===== config.mk =====
export PLATFORM = sky130hd
export DESIGN_NAME = rotated_sprite_quad_setup
export DESIGN_NICKNAME = d
export VERILOG_FILES = /design/src/hdl/rsq_pkg.sv /design/src/hdl/rsq_mul.sv /design/src/hdl/rsq_corner.sv /design/src/hdl/rotated_sprite_quad_setup.sv
export SDC_FILE = /design/constraint.sdc
export NUM_CORES = 2
export LEC_CHECK = 0
export ABC_AREA = 1
export BUFFER_PORTS_ARGS = -buffer_cell sky130_fd_sc_hd__buf_2
export CAP_MARGIN = 10
export CORE_UTILIZATION = 49
export DETAILED_ROUTE_END_ITERATION = 8
export GPL_TIMING_DRIVEN = 1
export HOLD_SLACK_MARGIN = 0.08
export PLACE_DENSITY = 0.66
export SLEW_MARGIN = 20
export SYNTH_ARGS = -nofsm -noshare
export SYNTH_HDL_FRONTEND = slang
export SYNTH_SLANG_ARGS = --single-unit
export TNS_END_PERCENT = 5

===== constraint.sdc =====
create_clock -name i_clk -period 31.5 [get_ports i_clk]
set_input_delay 0 -clock i_clk [delete_from_list [all_inputs] [get_ports i_clk]]
set_output_delay 0 -clock i_clk [all_outputs]
set_load 0.005 [all_outputs]

===== src/hdl/rsq_pkg.sv =====
// shared types, constants and helper functions for the rotated sprite quad setup block
`default_nettype none
package rsq_pkg;

    typedef struct packed {
        logic signed [15:0] center_x;
        logic signed [15:0] center_y;
        logic        [11:0] size_w;
        logic        [11:0] size_h;
        logic signed [15:0] cos_a;
        logic signed [15:0] sin_a;
        logic        [11:0] scale_x;
        logic        [11:0] scale_y;
        logic        [15:0] texture_id;
        logic        [31:0] color;
    } t_in_item;

    typedef struct packed {
        logic signed [15:0] pos_x;
        logic signed [15:0] pos_y;
        logic               tex_u;
        logic               tex_v;
        logic        [31:0] vertex_color;
        logic        [15:0] vertex_texture;
        logic               starts_batch;
        logic               last_vertex;
    } t_out_item;

    localparam int MUL_A_W   = 29;
    localparam int MUL_B_W   = 17;
    localparam int PROD_W    = 45;
    localparam int SUM_W     = 46;
    localparam int RND_SHIFT = 22;
    localparam int POS_W     = 16;
    localparam int N_STEPS   = 8;
    localparam int STEP_W    = $clog2(N_STEPS);
    localparam int N_VERTS   = 6;
    localparam int VTX_W     = $clog2(N_VERTS);
    localparam int N_CORNERS = 4;
    localparam int CORNER_W  = $clog2(N_CORNERS);

    localparam logic [CORNER_W-1:0] CORNER_TL = 2'd0;
    localparam logic [CORNER_W-1:0] CORNER_TR = 2'd1;
    localparam logic [CORNER_W-1:0] CORNER_BR = 2'd2;
    localparam logic [CORNER_W-1:0] CORNER_BL = 2'd3;

    typedef logic signed [PROD_W-1:0] t_prod;

    // two triangles: corners 0,1,3 then 3,1,2
    function automatic logic [CORNER_W-1:0] vertex_corner(input logic [VTX_W-1:0] k);
        logic [CORNER_W-1:0] c;
        case (k)
            3'd0:    c = CORNER_TL;
            3'd1:    c = CORNER_TR;
            3'd2:    c = CORNER_BL;
            3'd3:    c = CORNER_BL;
            3'd4:    c = CORNER_TR;
            3'd5:    c = CORNER_BR;
            default: c = CORNER_TL;
        endcase
        return c;
    endfunction

    function automatic logic corner_right(input logic [CORNER_W-1:0] c);
        return (c == CORNER_TR) || (c == CORNER_BR);
    endfunction

    function automatic logic corner_bottom(input logic [CORNER_W-1:0] c);
        return (c == CORNER_BR) || (c == CORNER_BL);
    endfunction

endpackage
`default_nettype wire


===== src/hdl/rsq_mul.sv =====
// shared signed multiplier used for every scale and rotation product
`default_nettype none
module rsq_mul (
    input  wire logic signed [rsq_pkg::MUL_A_W-1:0] i_a,
    input  wire logic signed [rsq_pkg::MUL_B_W-1:0] i_b,
    output logic signed [rsq_pkg::PROD_W-1:0]       o_p
);
    import rsq_pkg::*;

    logic signed [MUL_A_W+MUL_B_W-1:0] full;

    assign full = i_a * i_b;
    assign o_p  = full[PROD_W-1:0];

endmodule
`default_nettype wire


===== src/hdl/rsq_corner.sv =====
// corner position: signed offset sums, round to q.4, add center, saturate
`default_nettype none
module rsq_corner (
    input  wire rsq_pkg::t_prod                       i_a,
    input  wire rsq_pkg::t_prod                       i_b,
    input  wire rsq_pkg::t_prod                       i_c,
    input  wire rsq_pkg::t_prod                       i_d,
    input  wire logic                                 i_right,
    input  wire logic                                 i_bottom,
    input  wire logic signed [rsq_pkg::POS_W-1:0]     i_center_x,
    input  wire logic signed [rsq_pkg::POS_W-1:0]     i_center_y,
    output logic signed [rsq_pkg::POS_W-1:0]          o_pos_x,
    output logic signed [rsq_pkg::POS_W-1:0]          o_pos_y
);
    import rsq_pkg::*;

    localparam int RND_W = SUM_W - RND_SHIFT;
    localparam int CEN_W = RND_W + 1;

    logic signed [SUM_W-1:0] ext_a, ext_b, ext_c, ext_d, bias;
    logic signed [SUM_W-1:0] sum_x, sum_y;
    logic signed [CEN_W-1:0] full_x, full_y;

    function automatic logic signed [POS_W-1:0] sat(input logic signed [CEN_W-1:0] v);
        logic signed [POS_W-1:0] r;
        if (v[CEN_W-1:POS_W-1] == '0 || v[CEN_W-1:POS_W-1] == '1) begin
            r = v[POS_W-1:0];
        end else if (v[CEN_W-1]) begin
            r = {1'b1, {(POS_W-1){1'b0}}};
        end else begin
            r = {1'b0, {(POS_W-1){1'b1}}};
        end
        return r;
    endfunction

    always_comb begin
        ext_a = SUM_W'(i_a);
        ext_b = SUM_W'(i_b);
        ext_c = SUM_W'(i_c);
        ext_d = SUM_W'(i_d);
        bias  = SUM_W'(1) <<< (RND_SHIFT - 1);
        sum_x = (i_right ? ext_a : -ext_a) + (i_bottom ? ext_b : -ext_b) + bias;
        sum_y = (i_bottom ? ext_c : -ext_c) + (i_right ? -ext_d : ext_d) + bias;
        full_x = CEN_W'(signed'(sum_x[SUM_W-1:RND_SHIFT])) + CEN_W'(i_center_x);
        full_y = CEN_W'(signed'(sum_y[SUM_W-1:RND_SHIFT])) + CEN_W'(i_center_y);
        o_pos_x = sat(full_x);
        o_pos_y = sat(full_y);
    end

endmodule
`default_nettype wire


===== src/hdl/rotated_sprite_quad_setup.sv =====
// top level: sequencer, product registers and vertex output register
// Turns one sprite draw into six vertices (two triangles, corners 0,1,3 and 3,1,2)
// with corner UVs, color and texture. An accepted item with a nonzero texture
// runs its scale and rotation products through one shared 29x17 multiplier,
// then emits one vertex per cycle through an output register while the output
// side does not stall; the input is ready only between items. A texture id of
// zero is accepted and produces nothing.
// starts_batch marks the first vertex whenever the texture differs from the last
// one drawn (or none has been drawn since reset).
`default_nettype none
module rotated_sprite_quad_setup (
    input  wire logic              i_clk,
    input  wire logic              i_rst_n,
    input  wire logic              i_in_valid,
    output logic                   o_in_ready,
    input  wire rsq_pkg::t_in_item i_in_item,
    output logic                   o_out_valid,
    input  wire logic              i_out_ready,
    output rsq_pkg::t_out_item     o_out_item
);
    import rsq_pkg::*;

    localparam logic [1:0] ST_IDLE = 2'd0;
    localparam logic [1:0] ST_MUL  = 2'd1;
    localparam logic [1:0] ST_EMIT = 2'd2;

    logic [1:0]        r_state, n_state;
    logic [STEP_W-1:0] r_step, n_step;
    logic [VTX_W-1:0]  r_vtx, n_vtx;
    logic [15:0]       r_cur_tex, n_cur_tex;
    logic              r_tex_valid, n_tex_valid;
    logic              r_first, n_first;
    logic              r_out_valid, n_out_valid;
    t_out_item         r_out, n_out;
    t_in_item          r_item;
    t_prod             r_prod [N_CORNERS];

    logic                       accept;
    logic signed [15:0]         trig;
    logic                       use_y;
    logic signed [MUL_A_W-1:0]  mul_a;
    logic signed [MUL_B_W-1:0]  mul_b;
    t_prod                      mul_p;
    logic [CORNER_W-1:0]        corner;
    logic                       right, bottom;
    logic signed [POS_W-1:0]    pos_x, pos_y;

    assign o_in_ready  = (r_state == ST_IDLE);
    assign accept      = i_in_valid && o_in_ready;
    assign o_out_valid = r_out_valid;
    assign o_out_item  = r_out;

    // steps 0..3: trig * scale, steps 4..7: that product * half size
    always_comb begin
        trig  = r_step[0] ? r_item.sin_a : r_item.cos_a;
        use_y = r_step[0] ^ r_step[1];
        if (r_step[2]) begin
            mul_a = r_prod[r_step[1:0]][MUL_A_W-1:0];
            mul_b = use_y ? MUL_B_W'({r_item.size_h, 3'b000})
                          : MUL_B_W'({r_item.size_w, 3'b000});
        end else begin
            mul_a = MUL_A_W'(trig);
            mul_b = use_y ? MUL_B_W'(r_item.scale_y) : MUL_B_W'(r_item.scale_x);
        end
    end

    rsq_mul u_mul (
        .i_a (mul_a),
        .i_b (mul_b),
        .o_p (mul_p)
    );

    assign corner = vertex_corner(r_vtx);
    assign right  = corner_right(corner);
    assign bottom = corner_bottom(corner);

    rsq_corner u_corner (
        .i_a        (r_prod[0]),
        .i_b        (r_prod[1]),
        .i_c        (r_prod[2]),
        .i_d        (r_prod[3]),
        .i_right    (right),
        .i_bottom   (bottom),
        .i_center_x (r_item.center_x),
        .i_center_y (r_item.center_y),
        .o_pos_x    (pos_x),
        .o_pos_y    (pos_y)
    );

    always_comb begin
        n_state     = r_state;
        n_step      = r_step;
        n_vtx       = r_vtx;
        n_cur_tex   = r_cur_tex;
        n_tex_valid = r_tex_valid;
        n_first     = r_first;
        n_out_valid = r_out_valid;
        n_out       = r_out;
        if (r_out_valid && i_out_ready) begin
            n_out_valid = 1'b0;
        end
        case (r_state)
            ST_IDLE: begin
                if (accept && i_in_item.texture_id != '0) begin
                    n_first     = !r_tex_valid || (r_cur_tex != i_in_item.texture_id);
                    n_cur_tex   = i_in_item.texture_id;
                    n_tex_valid = 1'b1;
                    n_step      = '0;
                    n_state     = ST_MUL;
                end
            end
            ST_MUL: begin
                n_step = r_step + STEP_W'(1);
                if (r_step == STEP_W'(N_STEPS - 1)) begin
                    n_vtx   = '0;
                    n_state = ST_EMIT;
                end
            end
            ST_EMIT: begin
                if (!r_out_valid || i_out_ready) begin
                    n_out_valid          = 1'b1;
                    n_out.pos_x          = pos_x;
                    n_out.pos_y          = pos_y;
                    n_out.tex_u          = right;
                    n_out.tex_v          = bottom;
                    n_out.vertex_color   = r_item.color;
                    n_out.vertex_texture = r_item.texture_id;
                    n_out.starts_batch   = (r_vtx == '0) && r_first;
                    n_out.last_vertex    = (r_vtx == VTX_W'(N_VERTS - 1));
                    n_vtx                = r_vtx + VTX_W'(1);
                    if (r_vtx == VTX_W'(N_VERTS - 1)) begin
                        n_state = ST_IDLE;
                    end
                end
            end
            default: begin
                n_state = ST_IDLE;
            end
        endcase
    end

    always_ff @(posedge i_clk) begin
        if (!i_rst_n) begin
            r_state     <= ST_IDLE;
            r_step      <= '0;
            r_vtx       <= '0;
            r_cur_tex   <= '0;
            r_tex_valid <= 1'b0;
            r_first     <= 1'b0;
            r_out_valid <= 1'b0;
        end else begin
            r_state     <= n_state;
            r_step      <= n_step;
            r_vtx       <= n_vtx;
            r_cur_tex   <= n_cur_tex;
            r_tex_valid <= n_tex_valid;
            r_first     <= n_first;
            r_out_valid <= n_out_valid;
        end
    end

    always_ff @(posedge i_clk) begin
        r_out <= n_out;
        if (accept) begin
            r_item <= i_in_item;
        end
        if (r_state == ST_MUL) begin
            r_prod[r_step[1:0]] <= mul_p;
        end
    end

    a_zero_tex_idle: assert property (@(posedge i_clk) disable iff (!i_rst_n)
        (accept && i_in_item.texture_id == '0) |=> (r_state == ST_IDLE))
        else $error("texture zero item started a quad");

    a_mul_run: assert property (@(posedge i_clk) disable iff (!i_rst_n)
        (r_state == ST_MUL && r_step != STEP_W'(N_STEPS - 1)) |=> (r_state == ST_MUL))
        else $error("multiply sequence cut short");

    a_tex_kept: assert property (@(posedge i_clk) disable iff (!i_rst_n)
        !$fell(r_tex_valid))
        else $error("kept texture lost");

    a_batch_first: assert property (@(posedge i_clk) disable iff (!i_rst_n)
        (o_out_valid && o_out_item.starts_batch) |-> !o_out_item.last_vertex)
        else $error("batch start on last vertex");

endmodule
`default_nettype wire

; ---- After elaboration in Yosys (flattened, before gate mapping)
; Memories as Yosys holds them, arrays and structs flattened. A register that Yosys moved wholly into a read port is not among the register bits.
; Index checks and enable logic that the tools add are counted.
; W data, S select, Z words.
[word_totals]
mem_bits_rw = 180
n_memories = 1
reg_bits = 271
out_inout_bits = 86
in_bits = 164
elab_cells = 115
[op_classes]
bitwise = 1
n_reduce_logical = 26
n_addsub = 12
mul = 1
eq_ne = 18
n_mux = 31
[memory_table]
columns = name, words, width, rd, rd_ports_with_merged_regs, write_ports, line_no
row1 = r_prod, 4, 45, 5, 1, 1, rotated_sprite_quad_setup.sv:36  ; t_prod r_prod [N_CORNERS];
[ops]
columns = operator, count
row1 = $mux W46, 4
row2 = $neg A45 Y46, 4
row3 = $add A46 B23 Y46 const B, 2
row4 = $add A46 B46 Y46, 2
row5 = $mux W16, 5
row6 = $add A24 B16 Y25, 2
row7 = $mul A29 B16 Y45, 1
row8 = $mux W15, 2
row9 = $mux W29, 1
row10 = $eq A10 B10 Y1 const B, 2
row11 = $logic_not A10 Y1, 2
row12 = $ne A16 B16 Y1, 1
row13 = $reduce_bool A16 Y1, 1
row14 = $mux W12, 1
row15 = $mux W2, 6
row16 = $pmux W2 S3, 2
row17 = $pmux W3 S2, 2
row18 = $eq A3 B3 Y1 const B, 3
row19 = $mux W3, 3
row20 = $add A3 B1 Y3 const B, 2
row21 = $eq A2 B2 Y1 const B, 3
row22 = $eq A3 B2 Y1 const B, 2
row23 = $logic_or A1 B1 Y1, 6
row24 = $ne A2 B2 Y1 const B, 3
row25 = 14 further kinds, 27

; ---- Depth between registers and ports, before layout
[depth]
ltp_word = 12
mapped_depth = 44
depth_no_buf = 42

; ---- By module
; From an unflattened synthesis, not the netlist that was laid out.
[hier_totals]
hier_cells = 6287
hier_area_um2 = 49705.2
[by_module_without_submodules]
columns = mod, seq_area_each_um2, area_per_inst_um2, cells_each, instances
row1 = rsq_mul, 0.0, 18325.1, 2465, 1
row2 = rotated_sprite_quad_setup, 13312.8, 15995.3, 1011, 1
row3 = rsq_corner, 0.0, 15384.8, 2811, 1

; ---- Worst setup path after synthesis
; Ideal clock, no wire load.
[synth_path]
path_kind = register -> register
startpoint = register r_state[1]
endpoint = register r_cur_tex[1]
setup_ps = 129
t_required_ps = 31371
setup_slack_ps = 16834
arrival_ps = 14537
period_less_slack_ps = 14666
path_stages_with_launch = 6
n_path_buf = 1
cell_sequence = dfxtp_1 nor3b_1 nand2_1 inv_1 clkbuf_1 a21oi_1
[synth_via]
elab_chain_len = 4
[synth_lines]
columns = element, line_no
row1 = from (decl), rotated_sprite_quad_setup.sv:27  ; logic [1:0] r_state, n_state;
row2 = from (signal assigned), rotated_sprite_quad_setup.sv:152  ; r_state <= n_state;
row3 = $logic_not A2 Y1, rotated_sprite_quad_setup.sv:48  ; assign o_in_ready = (r_state == ST_IDLE);
row4 = $logic_and A1 B1 Y1, rotated_sprite_quad_setup.sv:49  ; assign accept = i_in_valid && o_in_ready;
row5 = net accept, rotated_sprite_quad_setup.sv:38  ; logic accept;
row6 = $logic_and A1 B1 Y1, rotated_sprite_quad_setup.sv:104  ; if (accept && i_in_item.texture_id != '0) begin
row7 = $reduce_and A2 Y1 (no line), n/a
row8 = to (signal assigned), rotated_sprite_quad_setup.sv:155  ; r_cur_tex <= n_cur_tex;
row9 = to (decl), rotated_sprite_quad_setup.sv:30  ; logic [15:0] r_cur_tex, n_cur_tex;
; The timed path passes the listed nets, and every way through them passes these cells.
; A chain may end at the register's enable or synchronous reset.

; ---- Final worst setup path
[layout_path]
startpoint = register r_step[0]
endpoint = memory r_prod[0][31] (netlist name) (data pin)
[layout_via]
elab_chain_len = 4
elab_cells_between_ends = 7
classes_between = mul: 1 / mux: 5 / bitwise: 1
[layout_lines]
columns = element, line_no
row1 = from (decl), rotated_sprite_quad_setup.sv:28  ; logic [STEP_W-1:0] r_step, n_step;
row2 = from (signal assigned), rotated_sprite_quad_setup.sv:153  ; r_step <= n_step;
row3 = $xor A1 B1 Y1, rotated_sprite_quad_setup.sv:56  ; use_y = r_step[0] ^ r_step[1];
row4 = $mux W12 / $mux W15 (equally long branches), "rotated_sprite_quad_setup.sv:63, rotated_sprite_quad_setup.sv:59"
row5 = $mux W15, rotated_sprite_quad_setup.sv:57  ; if (r_step[2]) begin
row6 = $mul A29 B16 Y45 *, rsq_mul.sv:12  ; assign full = i_a * i_b;
row7 = net mul_p[31], rotated_sprite_quad_setup.sv:43  ; t_prod mul_p;
row8 = to (decl), rotated_sprite_quad_setup.sv:36
; The timed path passes the listed nets; every way through them passes the cells marked *.

==> summary by stage <==
Outcome
The run finished with clean final reports.

Clock network
After clock tree synthesis, the clock-pin slew on the worst setup and hold paths is 0.07 ns. Buffers added to address setup during post-CTS repair amount to 0. In this run the deepest clock path goes through 3 buffers.

In this run the number of H-tree levels came out at 2. Clock tree synthesis selected as its root buffer the cell sky130_fd_sc_hd__clkbuf_16. TritonCTS built the clock tree. The clock latency on the worst-skew pair is 0.64 ns. The total clock sinks is 453. After clock tree synthesis, the repair step resized 0 gates.

In this run, CTS created clock tree buffers numbering 49.

Critical path
The element type at the critical path end is a register. The largest individual stage delay along the critical path comes from the cell sky130_fd_sc_hd__clkinv_1. The highest fanout seen on the critical path is 26. Data on the critical path is required at its endpoint by 31.81 ns. The most frequent cell on the critical path is sky130_fd_sc_hd__fa_1. For the worst setup path, the data arrival time is 10.46 ns. The start-to-end type of the worst setup path is register to register. The largest stage delay on the critical path is 0.88 ns.

The launching element type of the critical path is a register.

Routing
Dividing the detail-routed wire length by the instance count gives 19.6 um. The ratio of routed vias to standard cells is 5.37. The number of iterations in the first detailed-routing pass is 5.

The final route contains 40700 vias. After detailed routing, the number of remaining DRC violations is 0. The detailed router finished its first iteration with 3281 violations.

Summed over all layers, the routed wires come to 148000 um. The count of nets left with antenna violations once routing finished came out at 0.

GRT
The total track usage is 0.306. The first global-routing pass estimated 231000 um of wire. The initial antenna violation count was 5.

The residual overflow from global routing is 0. Entering global routing, the biggest net connects 162 pins. The via count of the first global-routing pass is 41400.

STA
The final hold violation count came to 0. Setup total negative slack on the finished layout was measured at 0 ns. The clock arrives with 0.0400 ns of skew. The period utilization is 0.322. Setup repair after global routing left no endpoint under its margin. The slew at the pin closest to its max-slew limit is 1.01 ns.

The fmax is 98.4 MHz. The count of endpoints failing setup in the final report is 0. The max-slew violation count is 0.

Headroom to the max-slew limit came out at 0.324. The routed design could run at a clock period as short as 10.16 ns.

Cells and area
The area used by sequential logic in the layout is 13300 um^2. The cell area after layout is 53600 um^2. Compared with the post-synthesis result, the final layout area differs by 14.0%. The library cell used most frequently in the layout, excluding fill and tap cells, is sky130_fd_sc_hd__nand2_1. The fraction of layout instances using a drive strength above 1 is 0.0694. The top cell types in the final layout, fill and taps aside, are sky130_fd_sc_hd__nand2_1 (1329), sky130_fd_sc_hd__inv_1 (1094), sky130_fd_sc_hd__nor2_1 (620). The area occupied by multi-input gates is 29100 um^2. Counting the fill cells in the layout gives 8838.

In the final design database the tool counted 7199 nets.

Logic synthesis
Yosys attributes the largest share of cell area to sky130_fd_sc_hd__edfxtp_1 (27%), sky130_fd_sc_hd__fa_1 (18%), sky130_fd_sc_hd__nand2_1 (11%). Counting flops with a built-in enable in the synthesized netlist gives 424. Dividing the synthesized area by the synthesized cell count gives 8.09 um^2. The proportion of synthesized flip-flops having asynchronous set or reset is 0. The share of the Yosys chip area taken by registers is 0.283. The primary flip-flop cell chosen by synthesis mapping is sky130_fd_sc_hd__edfxtp_1. Of the total synthesized cell area, the portion taken by AND, OR, NAND and NOR gates is 0.214. Of the total synthesized cell area, the portion taken by XOR and XNOR cells is 0.0533. The largest family of logic cells by synthesized area is adder cells. The combined area of all synthesized cells is 47000 um^2. Of the post-synthesis cell area, the part taken by muxes is 0.000879.

The net count of the mapped netlist is 6740. The share of the synthesized area in compound gates (AO/OA/AOI/OAI) is 0.0793. Of the post-synthesis cell area, the dominant cell type holds 0.271. The largest area contributor in the netlist is sky130_fd_sc_hd__edfxtp_1. Synthesis produced 5811 cells.

In this run, synthesis produced a sequential element count of 453. The distinct cell type count after synthesis is 62. The Yosys warning count is 0. Of the total synthesized cell area, the portion taken by full adders, half adders and majority gates is 0.270.

Floorplanning
The height of the die is 312 um. The initial utilization of the core area, before any placement, comes to 0.495. In this run the horizontal extent of the chip is 312 um.

In this run the core area contains 113 standard-cell rows. The area enclosed by the die boundary is 97100 um^2. 250 I/O pins were placed. The core region is 95000 um^2.

Placed design
Once detailed placement completed, the half-perimeter wirelength came to 118000 um. The count of buffers added on input and output ports is 249. The congestion estimate from routability-driven global placement came to 1.02.

The placement-stage cell area is 49600 um^2.

Min path
The class of the tightest hold or removal check is primary input to register.

Job
The count of max-cap constraint violations is 0.
layer usage:
metal	global-route usage	wire length, um	up-vias
met5	0	0	-
met4	0.134	7080	0
met3	0.0409	10000	316
met2	0.510	70100	1558
met1	0.397	61000	19400
li1	-	-	19400
cell type report:
cell class / instances / area share
multi-input cells: 4140 / 0.543
flip-flops and latches: 453 / 0.249
inverters: 1112 / 0.0779
repair buffers: 514 / 0.0716
well taps: 1265 / 0.0296
clock buffers: 62 / 0.0238
clock inverters: 29 / 0.00533
diodes: 5 / 0.000234
registers in the layout, summed over array words and instances, names as in the netlist, named ones only:
name	count
r_cur_tex	16
r_first	1
r_vtx	3
r_step	3
r_tex_valid	1
o_out_valid	1
r_prod	180
r_item	160
r_state	2
o_out_item	84
Yosys cell counts, types with 59 or more instances:
library cell,instances
sky130_fd_sc_hd__nand4_1,92
sky130_fd_sc_hd__nor3_1,59
sky130_fd_sc_hd__ha_1,348
sky130_fd_sc_hd__fa_1,417
sky130_fd_sc_hd__xnor2_1,66
sky130_fd_sc_hd__xor2_1,220
sky130_fd_sc_hd__edfxtp_1,424
sky130_fd_sc_hd__inv_1,1094
sky130_fd_sc_hd__o21ai_0,208
sky130_fd_sc_hd__nor2_1,626
sky130_fd_sc_hd__nand3_1,202
sky130_fd_sc_hd__a21oi_1,277
sky130_fd_sc_hd__nand2_1,1329
through the flow:
| stage | hold slack, ns | util | std cells | worst slack, ns |
|---|---|---|---|---|
| finish | 0.0902 | 0.564 | 7580 | 21.34 |
| detailed placement | 0.178 | 0.523 | 7250 | 21.67 |
| global route | 0.0812 | 0.564 | 7580 | 20.96 |
| floorplan | 0.0989 | - | 5811 | 16.83 |
| CTS | 0.0801 | 0.564 | 7574 | 21.62 |
| global placement | 0.177 | 0.523 | 7250 | 21.77 |
cell families (layout without fill, tap and decap cells):
| logic type | Yosys count | after routing |
|---|---|---|
| AOI/OAI and AO/OA | 660 | 660 |
| xor gates and xnor gates | 286 | 286 |
| adders and majority gates | 765 | 765 |
| buffers and inverters | 1218 | 1717 |
| DFF | 453 | 453 |
| muxes | 4 | 4 |
| other | 0 | 5 |
| and+or+nand+nor | 2425 | 2425 |
worst paths after layout:
| path | startpoint | endpoint | slack, ns | cells after the start |
|---|---|---|---|---|
| setup / recovery | r_step[0] | r_prod[0][31] | 21.34 | 25 |
| hold / removal | i_in_item[73] | r_item[73] | 0.09 | 2 |
| setup reg to reg | r_step[0] | r_prod[0][31] | 21.34 | 25 |
| hold reg to reg | r_item[36] | o_out_item[6] | 0.41 | 0 |
worst max-delay path, delay by kind of cell (launching register included):
family	cells	cell delay, ns
AOI/OAI and AO/OA	6	1.64
xor gates and xnor gates	1	0.73
adders and majority gates	8	3.71
buffers and inverters	8	2.28
DFF	1	0.71
and+or+nand+nor	2	0.71
repair_timing:
item                       CTS  global route
hold endpoints to repair   189             1
hold buffers               233             1
setup endpoints to repair    0             0
Power is not shown: default switching activity piles up to over one toggle a cycle in this logic, so the estimate is an artifact.
